<file path="config.mk">
export PLATFORM = sky130hd
export DESIGN_NAME = sha256_message_hash
export DESIGN_NICKNAME = d
export VERILOG_FILES = /design/src/hw/rtl/sha256_pkg.sv /design/src/hw/rtl/sha256_datapath.sv /design/src/hw/rtl/sha256_control.sv /design/src/hw/rtl/sha256_message_hash.sv
export SDC_FILE = /design/constraint.sdc
export NUM_CORES = 2
export LEC_CHECK = 0
export BUFFER_PORTS_ARGS = -buffer_cell sky130_fd_sc_hd__buf_4
export CAP_MARGIN = 40
export CORE_MARGIN = 4
export CORE_UTILIZATION = 50
export CTS_BUF_LIST = sky130_fd_sc_hd__clkbuf_8 sky130_fd_sc_hd__clkbuf_16
export DETAILED_ROUTE_END_ITERATION = 6
export PLACE_DENSITY = 0.73
export SYNTH_ARGS = -nofsm -noshare
export SYNTH_HDL_FRONTEND = slang
export SYNTH_SLANG_ARGS = --single-unit
</file>
<file path="constraint.sdc">
create_clock -name clk -period 11.9 [get_ports clk]
set_clock_uncertainty 0.2 [all_clocks]
set_input_delay 2.38 -clock clk [delete_from_list [all_inputs] [get_ports clk]]
set_output_delay 2.38 -clock clk [all_outputs]
set_load 0.05 [all_outputs]
</file>
<file path="src/hw/rtl/sha256_pkg.sv">
package sha256_pkg;

	typedef struct packed {
		logic [7:0] data_byte;
		logic       byte_valid;
		logic       message_end;
	} in_item_t;

	typedef struct packed {
		logic [31:0] digest_word;
		logic [2:0]  word_number;
		logic        last_word;
	} out_item_t;

	typedef enum logic [2:0] {
		ST_IDLE,
		ST_ROUND,
		ST_FOLD,
		ST_PAD,
		ST_EMIT
	} ctrl_state_t;

	typedef struct packed {
		logic       load_byte;
		logic [7:0] load_value;
		logic       count_byte;
		logic       start_block;
		logic       round_step;
		logic       finish_block;
		logic       reset_chain;
	} dp_cmd_t;

	typedef struct packed {
		logic [5:0] fill;
		logic       round_last;
		logic [63:0] bit_length;
	} dp_status_t;

	localparam logic [31:0] ROUND_K [64] = '{
		32'h428a2f98, 32'h71374491, 32'hb5c0fbcf, 32'he9b5dba5,
		32'h3956c25b, 32'h59f111f1, 32'h923f82a4, 32'hab1c5ed5,
		32'hd807aa98, 32'h12835b01, 32'h243185be, 32'h550c7dc3,
		32'h72be5d74, 32'h80deb1fe, 32'h9bdc06a7, 32'hc19bf174,
		32'he49b69c1, 32'hefbe4786, 32'h0fc19dc6, 32'h240ca1cc,
		32'h2de92c6f, 32'h4a7484aa, 32'h5cb0a9dc, 32'h76f988da,
		32'h983e5152, 32'ha831c66d, 32'hb00327c8, 32'hbf597fc7,
		32'hc6e00bf3, 32'hd5a79147, 32'h06ca6351, 32'h14292967,
		32'h27b70a85, 32'h2e1b2138, 32'h4d2c6dfc, 32'h53380d13,
		32'h650a7354, 32'h766a0abb, 32'h81c2c92e, 32'h92722c85,
		32'ha2bfe8a1, 32'ha81a664b, 32'hc24b8b70, 32'hc76c51a3,
		32'hd192e819, 32'hd6990624, 32'hf40e3585, 32'h106aa070,
		32'h19a4c116, 32'h1e376c08, 32'h2748774c, 32'h34b0bcb5,
		32'h391c0cb3, 32'h4ed8aa4a, 32'h5b9cca4f, 32'h682e6ff3,
		32'h748f82ee, 32'h78a5636f, 32'h84c87814, 32'h8cc70208,
		32'h90befffa, 32'ha4506ceb, 32'hbef9a3f7, 32'hc67178f2
	};

	localparam logic [31:0] INIT_H [8] = '{
		32'h6a09e667, 32'hbb67ae85, 32'h3c6ef372, 32'ha54ff53a,
		32'h510e527f, 32'h9b05688c, 32'h1f83d9ab, 32'h5be0cd19
	};

	localparam logic [7:0] PAD_MARK   = 8'h80;
	localparam logic [5:0] LEN_OFFSET = 6'd56;

	function automatic logic [31:0] ror32(input logic [31:0] v, input int n);
		ror32 = (v >> n) | (v << (32 - n));
	endfunction

endpackage

</file>
<file path="src/hw/rtl/sha256_datapath.sv">
module sha256_datapath (
	input  logic                   clk,
	input  logic                   arst_n,
	input  sha256_pkg::dp_cmd_t    cmd,
	output sha256_pkg::dp_status_t status,
	output logic [31:0]            emit_words [8]
);
	import sha256_pkg::*;

	logic [31:0] w_q [16];
	logic [31:0] h_q [8];
	logic [31:0] v_q [8];
	logic [5:0]  fill_q;
	logic [5:0]  round_q;
	logic [60:0] count_q;

	logic [31:0] w_new, t1, t2, s0, s1;

	always_comb begin
		s0 = ror32(w_q[1], 7) ^ ror32(w_q[1], 18) ^ (w_q[1] >> 3);
		s1 = ror32(w_q[14], 17) ^ ror32(w_q[14], 19) ^ (w_q[14] >> 10);
		w_new = w_q[0] + s0 + w_q[9] + s1;
		t1 = v_q[7] + (ror32(v_q[4], 6) ^ ror32(v_q[4], 11) ^ ror32(v_q[4], 25))
			+ ((v_q[4] & v_q[5]) ^ (~v_q[4] & v_q[6])) + ROUND_K[round_q] + w_q[0];
		t2 = (ror32(v_q[0], 2) ^ ror32(v_q[0], 13) ^ ror32(v_q[0], 22))
			+ ((v_q[0] & v_q[1]) ^ (v_q[0] & v_q[2]) ^ (v_q[1] & v_q[2]));
	end

	always_ff @(posedge clk) begin
		if (cmd.load_byte) begin
			w_q[fill_q[5:2]] <= {w_q[fill_q[5:2]][23:0], cmd.load_value};
		end else if (cmd.round_step) begin
			for (int i = 0; i < 15; i++) w_q[i] <= w_q[i+1];
			w_q[15] <= w_new;
		end
		if (cmd.start_block) begin
			v_q <= h_q;
		end else if (cmd.round_step) begin
			v_q[7] <= v_q[6]; v_q[6] <= v_q[5]; v_q[5] <= v_q[4];
			v_q[4] <= v_q[3] + t1;
			v_q[3] <= v_q[2]; v_q[2] <= v_q[1]; v_q[1] <= v_q[0];
			v_q[0] <= t1 + t2;
		end
	end

	always_ff @(posedge clk or negedge arst_n) begin
		if (!arst_n) begin
			h_q     <= INIT_H;
			fill_q  <= '0;
			round_q <= '0;
			count_q <= '0;
		end else begin
			if (cmd.load_byte) fill_q <= fill_q + 6'd1;
			if (cmd.count_byte) count_q <= count_q + 61'd1;
			if (cmd.start_block) round_q <= '0;
			else if (cmd.round_step) round_q <= round_q + 6'd1;
			if (cmd.reset_chain) begin
				h_q     <= INIT_H;
				fill_q  <= '0;
				count_q <= '0;
			end else if (cmd.finish_block) begin
				for (int i = 0; i < 8; i++) h_q[i] <= h_q[i] + v_q[i];
			end
		end
	end

	assign status.fill       = fill_q;
	assign status.round_last = (round_q == 6'd63);
	assign status.bit_length = {count_q, 3'b000};
	assign emit_words        = h_q;
endmodule

</file>
<file path="src/hw/rtl/sha256_control.sv">
module sha256_control (
	input  logic                   clk,
	input  logic                   arst_n,
	input  sha256_pkg::in_item_t   in_item,
	input  logic                   in_valid,
	output logic                   in_ready,
	input  logic                   out_ready,
	output logic                   out_valid,
	output logic [2:0]             word_idx,
	input  sha256_pkg::dp_status_t status,
	output sha256_pkg::dp_cmd_t    cmd
);
	import sha256_pkg::*;

	ctrl_state_t state_q, state_d;
	logic        end_q, end_d;
	logic        mark_q, mark_d;
	logic [2:0]  idx_q, idx_d;
	logic        fin_q, fin_d;

	always_ff @(posedge clk or negedge arst_n) begin
		if (!arst_n) begin
			state_q <= ST_IDLE;
			end_q   <= 1'b0;
			mark_q  <= 1'b0;
			idx_q   <= '0;
			fin_q   <= 1'b0;
		end else begin
			state_q <= state_d;
			end_q   <= end_d;
			mark_q  <= mark_d;
			idx_q   <= idx_d;
			fin_q   <= fin_d;
		end
	end

	always_comb begin
		state_d  = state_q;
		end_d    = end_q;
		mark_d   = mark_q;
		idx_d    = idx_q;
		fin_d    = fin_q;
		cmd      = '0;
		in_ready = 1'b0;
		out_valid = 1'b0;
		unique case (state_q)
			ST_IDLE: begin
				in_ready = 1'b1;
				if (in_valid) begin
					cmd.load_byte  = in_item.byte_valid;
					cmd.load_value = in_item.data_byte;
					cmd.count_byte = in_item.byte_valid;
					end_d  = in_item.message_end;
					mark_d = 1'b0;
					if (in_item.byte_valid && status.fill == 6'd63) begin
						cmd.start_block = 1'b1;
						fin_d   = 1'b0;
						state_d = ST_ROUND;
					end else if (in_item.message_end) begin
						state_d = ST_PAD;
					end
				end
			end
			ST_ROUND: begin
				cmd.round_step = 1'b1;
				if (status.round_last) state_d = ST_FOLD;
			end
			ST_FOLD: begin
				cmd.finish_block = 1'b1;
				if (fin_q) begin
					idx_d   = '0;
					state_d = ST_EMIT;
				end else if (end_q) state_d = ST_PAD;
				else state_d = ST_IDLE;
			end
			ST_PAD: begin
				cmd.load_byte = 1'b1;
				if (!mark_q) begin
					cmd.load_value = PAD_MARK;
					mark_d = 1'b1;
				end else if (status.fill >= LEN_OFFSET && fin_q) begin
					cmd.load_value = status.bit_length[8*(7 - (status.fill - LEN_OFFSET)) +: 8];
				end else begin
					cmd.load_value = 8'h00;
				end
				if (status.fill == LEN_OFFSET - 6'd1) fin_d = 1'b1;
				if (status.fill == 6'd63) begin
					cmd.start_block = 1'b1;
					state_d = ST_ROUND;
				end
			end
			ST_EMIT: begin
				out_valid = 1'b1;
				if (out_ready) begin
					idx_d = idx_q + 3'd1;
					if (idx_q == 3'd7) begin
						cmd.reset_chain = 1'b1;
						end_d   = 1'b0;
						fin_d   = 1'b0;
						state_d = ST_IDLE;
					end
				end
			end
			default: state_d = ST_IDLE;
		endcase
	end

	assign word_idx = idx_q;
endmodule

</file>
<file path="src/hw/rtl/sha256_message_hash.sv">
// SHA-256 hasher over a byte stream.
// Input channel (in_valid/in_ready, in_item): one request carries an optional
// message byte and an optional end-of-message mark. The byte is absorbed
// before the mark takes effect.
// Output channel (out_valid/out_ready, out_item): after each end mark the
// eight digest words are sent, word 0 first, last_word set on word 7.
// Flow: bytes that do not complete a 64-byte block are taken one per cycle;
// the 64th byte starts the compression, 64 rounds, one per cycle, through the
// single round unit and then a fold of the result into the chaining words,
// and input is refused until the fold is done. Padding writes one byte per
// cycle into the block buffer, then runs one or two more compressions, after
// which the eight digest words are sent one per cycle while the receiver
// does not stall.
// Input is refused while a block compresses, while padding, and while the
// digest words are sent; a stall on the output simply holds the current word.
// Reset loads the initial chaining values and clears the byte counts; the
// block buffer needs no clearing since each entry is written before use.
module sha256_message_hash (
	input  logic                  clk,
	input  logic                  arst_n,
	input  logic                  in_valid,
	output logic                  in_ready,
	input  sha256_pkg::in_item_t  in_item,
	output logic                  out_valid,
	input  logic                  out_ready,
	output sha256_pkg::out_item_t out_item
);
	import sha256_pkg::*;

	dp_cmd_t     cmd;
	dp_status_t  status;
	logic [31:0] words [8];
	logic [2:0]  word_idx;

	sha256_control u_ctrl (
		.clk       (clk),
		.arst_n    (arst_n),
		.in_item   (in_item),
		.in_valid  (in_valid),
		.in_ready  (in_ready),
		.out_ready (out_ready),
		.out_valid (out_valid),
		.word_idx  (word_idx),
		.status    (status),
		.cmd       (cmd)
	);

	sha256_datapath u_dp (
		.clk        (clk),
		.arst_n     (arst_n),
		.cmd        (cmd),
		.status     (status),
		.emit_words (words)
	);

	assign out_item.digest_word = words[word_idx];
	assign out_item.word_number = word_idx;
	assign out_item.last_word   = (word_idx == 3'd7);

	a_no_overlap: assert property (@(posedge clk) disable iff (!arst_n)
		!(in_ready && out_valid)) else $error("input and output active together");
	a_last_to_idle: assert property (@(posedge clk) disable iff (!arst_n)
		out_valid && out_ready && out_item.last_word |=> in_ready)
		else $error("no return to idle after digest");
	a_word_step: assert property (@(posedge clk) disable iff (!arst_n)
		out_valid && out_ready && !out_item.last_word |=>
		out_valid && out_item.word_number == $past(out_item.word_number) + 3'd1)
		else $error("digest word order broken");
endmodule
</file>
* After elaboration in Yosys (flattened, before gate mapping)
Memories as Yosys holds them, arrays and structs flattened.
Cells that the tools add are included.
** Storage, ports and cells
- Memories :: 2
- Memory bits (writable) :: 512
- Memory bits (read-only) :: 2048
- Register bits after elaboration :: 594
** Memory list
- (no name shown) :: depth 64, bits a word 32, read ports 1, clocked after Yosys merged registers in 0, write ports 0, line sha256_datapath.sv:24 : + ((v_q[4] & v_q[5]) ^ (~v_q[4] & v_q[6])) + ROUND_K[round_q] + w_q[0];
- u_dp.w_q :: depth 16, bits a word 32, read ports 17, clocked after Yosys merged registers in 0, write ports 16, line sha256_datapath.sv:10 : logic [31:0] w_q [16];
** Operators by class
- Equality and inequality tests :: 17
- Muxes and demuxes :: 61
- $add $sub $neg :: 24
- Shift operators :: 1
- Magnitude comparators :: 3
- Reduce and logical (&&, ||, !) cells :: 17
- Bitwise logic cells :: 29
** Operators with widths (count)
- two-way mux 256 bit :: 4
- adder 32 bit :: 18
- XOR 32 bit :: 9
- AND 32 bit :: 5
- two-way mux 32 bit :: 5
- two-way mux 61 bit :: 2
- binary-select mux 32 bit (select 3 bit) :: 1
- variable part select 64 x 33 -> 8 bit :: 1
- adder 61 x 1 -> 61 bit (second input constant) :: 1
- inverter 32 bit :: 1
- OR 10 x 32 -> 32 bit :: 1
- OR 13 x 32 -> 32 bit :: 1
- OR 14 x 32 -> 32 bit :: 1
- OR 15 x 32 -> 32 bit :: 1
- OR 19 x 32 -> 32 bit :: 1
- OR 21 x 32 -> 32 bit :: 1
- OR 25 x 32 -> 32 bit :: 1
- OR 26 x 32 -> 32 bit :: 1
- OR 30 x 32 -> 32 bit :: 1
- OR 7 x 32 -> 32 bit :: 1
- OR reduction 32 bit :: 1
- XOR 32 x 22 -> 32 bit :: 1
- XOR 32 x 29 -> 32 bit :: 1
- two-way mux 3 bit :: 10
- other kinds (35) :: 82

* Logic depth before layout (Yosys ltp)
- Depth after elaboration :: 10
- Depth in mapped cells :: 41

* Cells and area by module
A second synthesis with hierarchy kept.
** Second synthesis, totals
- Cell total of the unflattened synthesis :: 7153
- Area, all modules :: 77459.3 um2
** By module, submodules not included
- sha256_datapath :: cells an instance 6923, area each 74343.8 um2, instances 1
- sha256_message_hash :: cells an instance 115, area each 1953.1 um2, instances 1
- sha256_control :: cells an instance 115, area each 1162.4 um2, instances 1

* Worst setup path before layout
OpenSTA, ideal clock, no wires.
- Kind :: input-to-reg
- Start :: input port in_valid
- End :: register u_dp.v_q[0] (netlist name), enable pin
- Stages :: 7
- Buffers on the path :: 2
- Arrival :: 7635 ps
- Setup slack :: 2102 ps
- Library setup time :: 1963 ps
- Path through :: nor4b_4 > nand2_1 > nand2_1 > nand2_1 > clkbuf_1 > buf_1 > nand2_1
** Between the ends
- Longest elaborated chain between the ends :: 3
** RTL lines
- start: declaration :: line sha256_message_hash.sv:21 : input logic in_valid,
- two-way mux 11 bit :: line sha256_control.sv:49 : if (in_valid) begin
- one-hot mux 1 bit (2 select lines) :: line sha256_control.sv:46 : unique case (state_q)
- nonzero test 2 bit (no source line)
- end signal: assignment :: line sha256_datapath.sv:37 : v_q <= h_q;
- end: declaration :: line sha256_datapath.sv:12 : logic [31:0] v_q [8];
No other way between the ends.
A chain may end at the register's enable or synchronous reset.

* Worst setup path after layout
- Start :: register u_dp.round_q[0]
- End :: register u_dp.v_q[255] (netlist name), data pin
** Between the ends
- Longest elaborated chain between the ends :: 9
** RTL lines
- start: declaration :: line sha256_datapath.sv:14 : logic [5:0] round_q;
- start signal: assignment :: line sha256_datapath.sv:56 : else if (cmd.round_step) round_q <= round_q + 6'd1;
- inverter 6 -> 7 bit (not written as such) :: line sha256_datapath.sv:24
- memory read (64 x 32 bit)
- two-way mux 32 bit (not written as such) (2 in a row) :: line sha256_datapath.sv:24
- adder 32 bit (2 in a row) :: line sha256_datapath.sv:24
- adder 32 bit :: line sha256_datapath.sv:42 : v_q[0] <= t1 + t2;
- two-way mux 256 bit :: line sha256_datapath.sv:38 : end else if (cmd.round_step) begin
- two-way mux 256 bit :: line sha256_datapath.sv:36 : if (cmd.start_block) begin
No other way between the ends. The select of a mux whose other input is x is not followed.

==> metrics <==
Post CTS Setup Buffer Count=0; Sw Ratio=21.5%; Hold Fails Final Rpt=0; top cell type's share of synthesized area=between 20 and 30%; core area=between 0.15 and 0.2 mm2; Cell Rows=~140; H-tree Lvls=3; count leader, synth=nand2_1; worst slew pin tran=between 1 and 1.5 ns; Synth area leaders=edfxtp_1 (30%), a21o_1 (6.7%), dfrtp_1 (6.5%); hold_buf cts=0; Hold Crit Class=register to register; Worst path max stage delay=between 0.8 and 0.9 ns; Comb pwr share=less than 1%; RD Place Congestion=0.986; FFs w/ async S/R, synth=30.6%; synthesized cell area=approximately 0.077 mm2; vias in the first global route=around 58,000; clock tree buffer depth=3; crit-path max FO=18; Die Y=401 um; drt pass-1 iters=6; Port Buffers=roughly 50; clock share of power=48.4%; final setup vio count=0; number of synthesized flops with an enable pin=between 700 and 800; Syn-to-layout area delta=8.67%; Power Density=about 95 mW/mm2; Post-synth top cells=nand2_1 (978), edfxtp_1 (768), a21o_1 (686), a21oi_1 (449), o21ai_0 (437); share of layout cells above drive strength 1=11.2%; Die Wd=roughly 400 um; Iter 0 DRT Violations=slightly below 8,000; post-CTS sizing=0; Ports=52; # clock sinks=about 1,100; Syn. warnings=0; maximum vdd drop=roughly 130 uV; Multi-input gate area=~0.043 mm2; Tcrit/Tclk final=a little over nine tenths; Clock Pin Slew Worst Setup and Hold Paths=roughly 0.070 ns; largest net degree at the start of global routing=between 150 and 200; filler instances=between 10,000 and 15,000; CTS Buf Count=roughly 120; Power Internal=around 6.3 mW; Via density=between 6 and 7; Synth Register Bits=roughly 1,100; drt drc=0; worst rel slew slack=30.2%; max-cap violations=0; antenna-violating nets left=0; DIE AREA=approximately 0.16 mm2; initial core utilization=just over 50%; area leader, netlist=edfxtp_1; CTS root buf=clkbuf_16; Flop pwr share=between 50% and 60%; Setup crit start kind=register; setup TNS=0 ns; Util after Layout=about 55%; initial antenna violation count=6; Arrival @ worst endpoint=about 11 ns; unrepaired setup endpoints after global routing=no; net switching power=around 1.7 mW; CTS tree=yes; syn avg cell area=between 10 and 15 um2; Skew-Pair Late Insertion Delay=0.80 ns; Post-synth top flop=edfxtp_1; global-route wire length before repair=~370,000 um; Cells after Synth=approximately 7,500; grt ovf=0; Setup Crit Path Kind=register to register; Leak=~37 nW; Crit. End Element=register; status=finished, final reports clean; Tmin final=~11 ns; vias=about 60,000; sequential element share of the synthesized area=41.1%; wire per inst=between 20 and 30 um; Syn Nets=8,073; DP HPWL=~170,000 um; CP required=12.16 ns; Peak Freq=around 89 MHz; WL final=between 200,000 and 250,000 um; CP max-delay cell=a211oi_1; # nets final=around 7,900; fin. max-slew vios=0; GR Util All Layers=just under 30%; Seq. cell area=~0.032 mm2; distinct cell type count after synthesis=approximately 110
-- path summary, 6_finish.rpt --
check	from	end	slack [ns]	depth (start not counted)
setup / recovery	u_dp.round_q[0]$_DFFE_PN0P_	u_dp.v_q[255]$_DFFE_PP_	0.72	37
hold / removal	u_dp.w_q[11][7]$_DFFE_PP_	u_dp.w_q[10][7]$_DFFE_PP_	0.28	1
setup reg to reg	u_dp.round_q[0]$_DFFE_PN0P_	u_dp.v_q[255]$_DFFE_PP_	0.72	37
hold reg to reg	u_dp.w_q[11][7]$_DFFE_PP_	u_dp.w_q[10][7]$_DFFE_PP_	0.28	1
max in group asynchronous	arst_n	u_dp.emit_words[185]$_DFFE_PN0P_	7.97	3
min in group asynchronous	arst_n	u_dp.round_q[0]$_DFFE_PN0P_	1.39	1
-- routing by layer --
metal,share of wire [%],track usage [%]
met2,44,45.0
met5,0,0
met1,41,42.6
met3,10,5.67
met4,4.3,10.8
-- kinds of logic after synthesis --
logic type,synth area share [%]
flops,41.1
xor+xnor,7.05
fa+ha+maj,11.8
mux,7.20
buf+inv,3.90
compound gates,17.6
simple gates,11.3
-- state kept, by name (all words and copies together) (netlist names) --
signal           flops
u_dp.w_q           512
u_dp.emit_words    256
u_dp.v_q           256
u_dp.count_q        61
u_dp.fill_q          6
u_dp.round_q         6
u_ctrl.state_q       3
u_ctrl.word_idx      3
u_ctrl.end_q         1
u_ctrl.fin_q         1
u_ctrl.mark_q        1
-- cells in the final DEF, fill, tap and decap left out, types with 136 or more instances in the layout --
cell type	instances
nand2_1	975
edfxtp_1	768
a21o_1	686
a21oi_1	449
o21ai_0	421
ha_1	399
nor2_1	378
inv_1	375
xnor2_1	340
xor2_1	281
mux4_2	205
fa_1	195
dfrtp_1	193
nand3_1	153
dfstp_2	136
-- power groups by stage --
stage                     Sequential, mW  Clock (mW)  Combinational [mW]
after floorplan                     4.16           0             0.00132
after CTS                           4.08        3.91              0.0354
after detailed placement            4.16           0              0.0353
after global routing                4.08        4.06              0.0386
after global placement              4.16           0              0.0339
final                               4.08        3.86              0.0336
-- worst max-delay path, delay by kind of cell, from the launching register on --
family,cells,cell delay [ns]
AOI/OAI and AO/OA,16,3.99
buffers and inverters,6,0.96
adders and majority gates,8,3.39
xor gates and xnor gates,3,0.46
DFF,1,0.75
and+or+nand+nor,4,1.13
-- cell type report --
type	count	share of cell area, %
clock inverter	101	1.18
antenna	1	0.00298
timing repair buffer	150	1.81
sequential	1106	37.8
clock buffer	125	3.66
multi-input combinational	5573	50.9
tap	2030	3.03
inverter	349	1.56
-- per-stage QoR --
stage | area, um2 | power (mW) | setup slack (ns) | std cells | hold slack (ns)
2_1_floorplan | 77200 | 4.16 | 2.10 | 7465 | 0.261
3_5_place_dp | 79800 | 4.19 | 0.936 | 9208 | 0.304
4_1_cts | 83900 | 8.02 | 0.864 | 9434 | 0.255
6_report | 83900 | 7.98 | 0.725 | 9435 | 0.279
3_3_place_gp | 79400 | 4.19 | 1.18 | 9186 | 0.296
5_1_grt | 83900 | 8.18 | 0.182 | 9434 | 0.290
(Power assumes the default switching activity.)
